File: src/sv/bfsp_ram.sv
`timescale 1ns / 1ps

module bfsp_ram #(
   parameter int WIDTH = 8,
   parameter int DEPTH = 16
) (
   input  logic                                   clock,
   input  logic                                   wr_en,
   input  logic [((DEPTH > 1) ? $clog2(DEPTH) : 1)-1:0] wr_addr,
   input  logic [WIDTH-1:0]                       wr_data,
   input  logic                                   rd_en,
   input  logic [((DEPTH > 1) ? $clog2(DEPTH) : 1)-1:0] rd_addr,
   output logic [WIDTH-1:0]                       rd_data
);

   logic [WIDTH-1:0] mem_ff [DEPTH];
   logic [WIDTH-1:0] rd_data_ff;

   // one write port, one registered read port; read data holds until next read
   always_ff @(posedge clock) begin
      if (wr_en) begin
         mem_ff[wr_addr] <= wr_data;
      end
      if (rd_en) begin
         rd_data_ff <= mem_ff[rd_addr];
      end
   end

   assign rd_data = rd_data_ff;

endmodule

File: config.mk
export PLATFORM = sky130hd
export DESIGN_NAME = bfsp_ram
export DESIGN_NICKNAME = d
export VERILOG_FILES = /design/src/sv/bfsp_ram.sv
export SDC_FILE = /design/constraint.sdc
export NUM_CORES = 1
export LEC_CHECK = 0
export BUFFER_PORTS_ARGS = -buffer_cell sky130_fd_sc_hd__clkbuf_2
export CAP_MARGIN = 25
export CORE_ASPECT_RATIO = 0.8
export CORE_MARGIN = 2
export CORE_UTILIZATION = 54
export CTS_CLUSTER_SIZE = 10
export DETAILED_ROUTE_END_ITERATION = 16
export GPL_ROUTABILITY_DRIVEN = 0
export HOLD_SLACK_MARGIN = 0.02
export PLACE_DENSITY = 0.74
export RECOVER_POWER = 50
export SKIP_CTS_REPAIR_TIMING = 1
export SYNTH_ARGS = -nofsm -noshare
export SYNTH_HDL_FRONTEND = slang
export SYNTH_SLANG_ARGS = --single-unit
File: constraint.sdc
create_clock -name clock -period 1.6 [get_ports clock]
set_input_delay 0.16 -clock clock [delete_from_list [all_inputs] [get_ports clock]]
set_output_delay 0.16 -clock clock [all_outputs]
set_load 0.005 [all_outputs]
==> results of run 1 <==
-- registers in the layout, indices dropped and copies added, names as in the netlist --
signal,cells
rd_data,8
mem_ff,128
-- cell usage after synthesis --
cell type        count
clkdlybuf4s25_2      3
nor2b_1              1
buf_6                3
buf_4                1
nor3_1               4
or3b_2               1
and2_1               1
nor2_1              13
nand2_1              9
edfxtp_1           136
a22oi_1             16
buf_2                3
mux4_1              14
mux4_2              18
nand3_1              1
nand3b_1             2
nand2b_1             2
and2b_1              1
-- metal layers --
metal / wire (um) / GRT usage
met5: 0 / 0
met4: 111 / 0.0681
met3: 588 / 0.0615
met2: 4650 / 0.302
met1: 4390 / 0.309
-- through the flow --
stage | setup slack [ps] | hold WS, ps
2_1_floorplan | 158 | 259
3_3_place_gp | -82.0 | 556
3_5_place_dp | -95.7 | 562
4_1_cts | 123 | 170
5_1_grt | 61.9 | 271
6_report | 134 | 258
-- layout make-up --
| type | instances | area [um2] |
|---|---|---|
| Clock inverter | 15 | 200 |
| Clock buffer | 17 | 425 |
| Multi-Input combinational cell | 83 | 1060 |
| Sequential cell | 136 | 4080 |
| Fill cell | 621 | 3270 |
| Timing Repair Buffer | 51 | 339 |
| Tap cell | 119 | 149 |
-- placed cells by master (no fill, tap or decap), types with 4 or more instances in the layout --
cell type  netlist  routed
mux4_2          18      18
edfxtp_1       136     136
mux4_1          14      14
clkbuf_16        0      17
buf_4            1      21
clkbuf_2         0      16
clkbuf_1         0      11
a22oi_1         16      16
nor2_1          13      13
nand2_1          9       9
bufinv_16        0       4
-- cells by family (layout without fill, tap and decap cells) --
group / Yosys count / after routing / share of synthesized area
AOI/OAI and AO/OA: 16 / 16 / 0.0230
buffers and inverters: 10 / 83 / 0.0165
DFF: 136 / 136 / 0.781
muxes: 32 / 32 / 0.148
and+or+nand+nor: 35 / 35 / 0.0314
-- worst min-delay path by stage --
stage / from / end / cells after the start / slack (ps)
floorplan: wr_data[0] / mem_ff[0][0] / 0 / 260
global placement: wr_data[5] / mem_ff[8][5] / 1 / 560
detailed placement: rd_data[2] / rd_data[2] / 1 / 560
CTS: rd_en / rd_data[7] / 1 / 170
global route: rd_en / rd_data[2] / 1 / 270
finish: wr_data[0] / mem_ff[8][0] / 1 / 260
-- where the power goes --
part / switching, mW / leakage [nW] / internal [mW]
clock: 1.45 / 0.297 / 2.61
combinational: 0.206 / 0.589 / 0.164
sequential: 0.0233 / 1.24 / 4.02
==> flow_summary.yaml, run 1 <==
logic_synthesis:
  avgSynthCellArea_um2: 22.8
  synth.largest_area_cell: "edfxtp_1"
  synth_area_um2: 5230
  yosysTopAreaCellShare: 0.781
  syn-num-nets: 248
  seq_area_frac_synth: 0.781
  netlist_instances: 229
  yosysWarnings: 0
  synthTopCellsByArea: "edfxtp_1 (78%), mux4_2 (7.8%), mux4_1 (7.0%), a22oi_1 (2.3%), nor2_1 (0.93%)"
  yosys_register_bits: 136
  synth.distinct_cells: 18
final_layout:
  diodes: 0
  instances_no_fill: 421
  fin_nets: 308
  final_core_util: 0.657
  stdcell_area_um2: 6260
  area_growth_syn_to_layout_pct: 19.7
  drive_gt1_frac: 0.301
setup_path:
  cp_slowest_cell: "mux4_2"
  crit_family: "multiplexers"
  path_max_fanout: 1
  r2r-start: "mem_ff[0][7]"
  rr_endpoint: "rd_data[7]"
  crit_cells: 3
  required_ps: 1760
  critPathArrivalTime_ps: 1630
  end_kind: "flip-flop"
  crit_buf_inv: 0
  max_stage_delay_ps: 470
  r2r_cells: 3
  crit_path_start_kind: "flip-flop"
  r2r_slack_ps: 130
  crit_end: "rd_data[7]"
  critPathKind: "flip-flop to flip-flop"
  worstPathCellList: "mux4_2 -> a22oi_1 -> nand2_1"
  setup.worst_path.start: "mem_ff[0][7]"
run:
  cap_violations: 0
timing:
  setup_viol: 0
  clock_skew_ps: 6.44
  setup_tns_ps: 0
  finalWorstPathRequiredPeriod_ps: 1470
  hold_viol: 0
  finalCritPeriodShare: 0.916
  max_freq_mhz: 682
  max_slew_margin: 0.549
  worstMarginPinSlew_ps: 677
  slew_violations: 0
  rsz0062_at_grt: "no"
clock_network:
  h-tree-depth: 4
  numCtsBuffers: 17
  cts_root_buffer: "clkbuf_16"
  cts_sinks: 136
  cts.clk_slew.worst_paths_ps: 60
  clk_latency_ps: 410
  cts_buffer_depth: 2
  cts_tree: "yes"
floorplan:
  io_pins: 27
  start_util: 0.549
  rows: 32
  core_um2: 9530
  dieArea_um2: 10500
  die_w_um: 114
  die_h_um: 92
global_route:
  grt_use_total: 0.208
  grt_start_max_net_pins: 22
  grt_remaining_overflow: 0
  grt_pass1_wl_um: 15000
  antenna_found_initial: 0
  grt_pass1_vias: 2570
route:
  drc: 0
  initialDrtViolationCount: 175
  routed_wirelength_um: 9740
  first_pass_iters: 4
  vias: 2536
  wl_per_cell_um: 23.1
  ant_nets: 0
  viasPerCell: 6.02
placement:
  port_buffers: 26
  dpl.cell_count: 389
  hpwlAfterDp_um: 6370
  dpl_cell_area_um2: 5650
pwr:
  peakVddDrop_v: 0.00104
  p_leak_nw: 2.12
  p_per_area_nw_per_um2: 1350
  p_total_mw: 8.47
run_status:
  outcome: "finished, final reports clean"
hold_path:
  hp-class: "input port to flip-flop"
No activity file was read; power rests on OpenSTA's default activity.
==> inputs of run 2 (changes only) <==
- ABC_AREA: unset -> 1
- CORE_UTILIZATION: 54 -> 55
- PLACE_DENSITY: 0.74 -> 0.75
==> run 2 against run 1 <==
  * Worst setup slack improved by 320 ps
  * Fmax up 28%
  * Clock skew increased by 2.7 ps
  * Hold slack worse by 22 ps
  * Area after synthesis is 12% higher
  * Critical path depth decreased by 2
  * Die area grew 9.4%
  * Count of clock-buffer cells in the layout up 2
  * Final cell count is 78% higher
  * Utilization decreased by 0.18 points
  * Sequential power barely moved
  * Largest power group is now registers
  * Highest routed layer unchanged
==> flow_summary.yaml, run 2 <==
setup_path:
  critPathKind: "flip-flop to output pin"
  worstPathCellList: "clkbuf_2"
  r2r_slack_ps: 480
  crit_buf_inv: 1
  required_ps: 1440
  path_max_fanout: 1
  crit_path_start_kind: "flip-flop"
  r2r_cells: 6
  crit_cells: 1
  max_stage_delay_ps: 430
  cp_slowest_cell: "edfxtp_1"
  critPathArrivalTime_ps: 980
  crit_family: "flip-flops"
  end_kind: "output pin"
route:
  wl_per_cell_um: 17.0
  viasPerCell: 5.20
  first_pass_iters: 5
  routed_wirelength_um: 12700
  vias: 3892
  drc: 0
  ant_nets: 0
  initialDrtViolationCount: 537
global_route:
  grt_start_max_net_pins: 52
  grt_pass1_wl_um: 19600
  grt_pass1_vias: 3690
  grt_use_total: 0.241
  antenna_found_initial: 0
  grt_remaining_overflow: 0
timing:
  rsz0062_at_grt: "no"
  finalCritPeriodShare: 0.713
  max_freq_mhz: 877
  whs_ps: 237
  setup_viol: 0
  max_slew_margin: 0.432
  slew_violations: 0
  hold_viol: 0
  worstMarginPinSlew_ps: 852
  setup_tns_ps: 0
  clock_skew_ps: 9.18
  finalWorstPathRequiredPeriod_ps: 1140
clock_network:
  cts_buffer_depth: 2
  cts.clk_slew.worst_paths_ps: 60
  cts_tree: "yes"
  numCtsBuffers: 17
  h-tree-depth: 4
  cts_sinks: 136
  clk_latency_ps: 410
  cts_root_buffer: "clkbuf_16"
logic_synthesis:
  yosys.area_share.simple: 0.208
  synthTopCellsByArea: "edfxtp_1 (70%), nand2_1 (11%), nand3_1 (8.3%), inv_1 (6.4%), buf_6 (1.2%)"
  ys.flop_type: "edfxtp_1"
  netlist_instances: 551
  async_flop_share: 0
  yosysWarnings: 0
  synth_compound_area_frac: 0
  synth.distinct_cells: 11
  seq_area_frac_synth: 0.698
  synth.top_cells.by_count: "nand2_1 (173), edfxtp_1 (136), inv_1 (100)"
  synthXorXnorAreaFrac: 0
  yosys_register_bits: 136
  syn-num-nets: 570
  yosysTopAreaCellShare: 0.698
  avgSynthCellArea_um2: 10.6
  synth_area_um2: 5850
  synth_most_common_cell: "nand2_1"
  synth_top_family_by_area: "simple AND/OR/NAND/NOR gates"
  synth.area.mux_share: 0
  synth_edf_count: 136
  synth.largest_area_cell: "edfxtp_1"
  synthAdderAreaFrac: 0
placement:
  port_buffers: 26
  hpwlAfterDp_um: 7660
  dpl.cell_count: 716
final_layout:
  drive_gt1_frac: 0.109
  final_common_cell: "nand2_1"
  fin_nets: 614
  largest_reg_flops: 128
  instances_no_fill: 748
  final_core_util: 0.655
  area_growth_syn_to_layout_pct: 15.2
  diodes: 0
  largest-register: "mem_ff"
  final_cell_mix: "nand2_1 (173), edfxtp_1 (136), inv_1 (100), nand3_1 (97), buf_4 (20)"
floorplan:
  rows: 33
  dieArea_um2: 11500
  die_h_um: 96.2
  start_util: 0.569
  die_w_um: 119
  io_pins: 27
  core_um2: 10300
pwr:
  peakVddDrop_v: 0.000842
  p_per_area_nw_per_um2: 1230
  p_leak_nw: 2.91
hold_path:
  worstHoldPathCells: 4
  hp-class: "input port to flip-flop"
run_status:
  outcome: "finished, final reports clean"
run:
  cap_violations: 0
run 2: through the flow:
step	instance area (um2)	power (mW)	worst slack, ps
floorplan	5850	4.39	489
global placement	6180	4.57	211
detailed placement	6180	4.58	179
CTS	6750	8.32	440
global route	6740	8.54	398
finish	6740	8.30	459
run 2: power breakdown:
| group | switching (mW) | total, mW | internal (mW) |
|---|---|---|---|
| registers | 0.0249 | 4.04 | 4.02 |
| clock network | 1.38 | 3.78 | 2.41 |
| logic | 0.329 | 0.469 | 0.140 |
run 2: kinds of logic after synthesis:
logic type             after synthesis
and+or+nand+nor                    289
DFF                                136
buffers and inverters              126
run 2: final cells by class:
type / instances / area (um2)
fillers: 768 / 3550
multi-input cells: 289 / 1210
well taps: 140 / 175
clock buffers: 19 / 433
clock inverters: 13 / 135
inverters: 102 / 383
repair buffers: 49 / 312
flip-flops and latches: 136 / 4080
run 2: worst paths after layout:
kind | startpoint | endpoint
worst max-delay path | rd_data[3] | rd_data[3]
worst min-delay path | rd_addr[2] | rd_data[0]
worst max register to register | mem_ff[12][2] | rd_data[2]
worst min register to register | mem_ff[2][0] | rd_data[0]
run 2: layer usage:
layer | vias to the layer above | global-route usage | share of wire
met3 | 22 | 0.0782 | 0.083
met2 | 187 | 0.371 | 0.46
met1 | 1813 | 0.325 | 0.44
met5 | - | 0 | 0
met4 | 0 | 0.0883 | 0.018
li1 | 1870 | - | -
==> inputs of run 3 (changes only) <==
- CORE_UTILIZATION: 55 -> 61
- PLACE_DENSITY: 0.75 -> 0.79
- clock period: 1.6 -> 1.1 ns (I/O delays scaled with it)
==> run 3 against run 2 <==
  * The flow now finishes with violations (negative setup slack)
  * Non-clock buffer count is 2 higher
  * Final cell count is 3.1% lower
  * Worst setup slack worse by 510 ps
  * Register-to-register slack worse by 530 ps
  * Sequential power is 46% higher
  * Utilization is 8.6 points higher
  * First-iteration DRC count is 0.56% higher
  * Global-route usage is 3.4 points higher
  * Clock power is 32% higher
  * Sequential share of layout area is 0.67 points lower
  * Critical path type is now flip-flop to flip-flop
  * Largest cell class unchanged
==> flow_summary.yaml, run 3 (synthesized netlist as in run 2, its figures left out) <==
clock_network:
  h-tree-depth: 4
  clk_latency_ps: 410
  cts_tree: "yes"
  cts_sinks: 136
  cts_root_buffer: "clkbuf_16"
  cts.clk_slew.worst_paths_ps: 50
  numCtsBuffers: 17
  cts_buffer_depth: 2
setup_path:
  max_stage_delay_ps: 390
  required_ps: 1270
  crit_cells: 6
  critPathKind: "flip-flop to flip-flop"
  crit_path_start_kind: "flip-flop"
  r2r_cells: 6
  cp_slowest_cell: "edfxtp_1"
  worstPathCellList: "inv_1 -> nand2_1 -> nand3_1 -> nand3_2 -> nand3_2 -> nand2_1"
  end_kind: "flip-flop"
  setup.worst_path.start: "mem_ff[13][0]"
  crit_buf_inv: 1
  critPathArrivalTime_ps: 1320
  rr_endpoint: "rd_data[0]"
  path_max_fanout: 1
  r2r_slack_ps: -50
  crit_family: "simple AND/OR/NAND/NOR gates"
  r2r-start: "mem_ff[13][0]"
timing:
  setup_viol: 2
  max_slew_margin: 0.324
  rsz0062_at_grt: "yes"
  clock_skew_ps: 6.45
  max_freq_mhz: 867
  finalWorstPathRequiredPeriod_ps: 1150
  hold_viol: 0
  timing.final.ws_setup_ps: -53.5
  finalCritPeriodShare: 1.05
  slew_violations: 0
  worstMarginPinSlew_ps: 1010
placement:
  port_buffers: 26
  pre_cts_ws_ps: -213
  hpwlAfterDp_um: 8190
global_route:
  grt_use_total: 0.275
  grt_pass1_wl_um: 20700
  grt_pass1_vias: 3807
  grt_start_max_net_pins: 37
  antenna_found_initial: 0
  grt_remaining_overflow: 0
final_layout:
  diodes: 0
  drive_gt1_frac: 0.144
  final_common_cell: "nand2_1"
  largest_reg_flops: 128
  final_core_util: 0.741
  largest-register: "mem_ff"
  final_cell_mix: "nand2_1 (173), edfxtp_1 (136), inv_1 (99), nand3_1 (78), buf_4 (20)"
  area_growth_syn_to_layout_pct: 16.5
  fin_nets: 616
route:
  routed_wirelength_um: 13300
  drc: 0
  initialDrtViolationCount: 540
  wl_per_cell_um: 18.3
  first_pass_iters: 6
  vias: 3988
  ant_nets: 0
  viasPerCell: 5.50
hold_path:
  hp-class: "input port to flip-flop"
  whs_endpoint: "rd_data[7]"
  worstHoldPathCells: 1
  hp-start: "rd_en"
floorplan:
  die_w_um: 113
  dieArea_um2: 10400
  core_um2: 9190
  rows: 31
  start_util: 0.636
  io_pins: 27
  die_h_um: 91.6
run_status:
  violations: "negative setup slack"
  outcome: "complete, but fails checks"
pwr:
  p_per_area_nw_per_um2: 1710
  peakVddDrop_v: 0.00186
  p_leak_nw: 2.95
run:
  cap_violations: 0
==> run 3: routing by layer <==
metal / vias up / wire, um / global-route usage / share of wire
met5: - / 0 / 0 / 0
met4: 0 / 239 / 0.0996 / 0.018
met3: 20 / 1320 / 0.0868 / 0.099
met2: 224 / 6040 / 0.392 / 0.45
met1: 1869 / 5710 / 0.402 / 0.43
li1: 1875 / - / - / -
==> run 3: worst max path at each step <==
stage	end	slack (ps)
finish	rd_data[0]	-50
floorplan	mem_ff[4][0]	40
global placement	rd_data[4]	-190
detailed placement	rd_data[4]	-210
global route	rd_data[7]	-80
CTS	rd_data[4]	-60
==> run 3: cell type report <==
type / instances / area [um2]
Clock buffer: 20 / 437
Multi-Input combinational cell: 289 / 1310
Tap cell: 115 / 144
Sequential cell: 136 / 4080
Timing Repair Buffer: 51 / 369
Inverter: 102 / 383
Clock inverter: 12 / 85.1
Fill cell: 612 / 2380
==> run 3: metrics by stage <==
stage                     area (um2)  TNS [ps]  total power, mW  instances  hold WS, ps
after detailed placement        6200     -3190             6.70        693          511
final                           6810     -84.9             11.6        725          182
after floorplan                 5850         0             6.38        551          209
after global routing            6810      -469             12.0        725          191
after global placement          6200     -1300             6.68        693          517
after CTS                       6730      -151             11.6        725         88.3
==> run 3: power by group <==
group / total, mW / internal [mW] / leakage (nW) / switching (mW)
registers: 5.88 / 5.85 / 1.24 / 0.0388
logic: 0.761 / 0.236 / 1.46 / 0.525
clock network: 5.00 / 3.04 / 0.255 / 1.96
total: 11.6 / 9.12 / 2.95 / 2.52
==> run 3: worst register-to-register path, cell delays in order (launching register included) <==
cell      delay, ps
edfxtp_1        390
inv_1            80
nand2_1          80
nand3_1         130
nand3_2         100
nand3_2          80
nand2_1          60
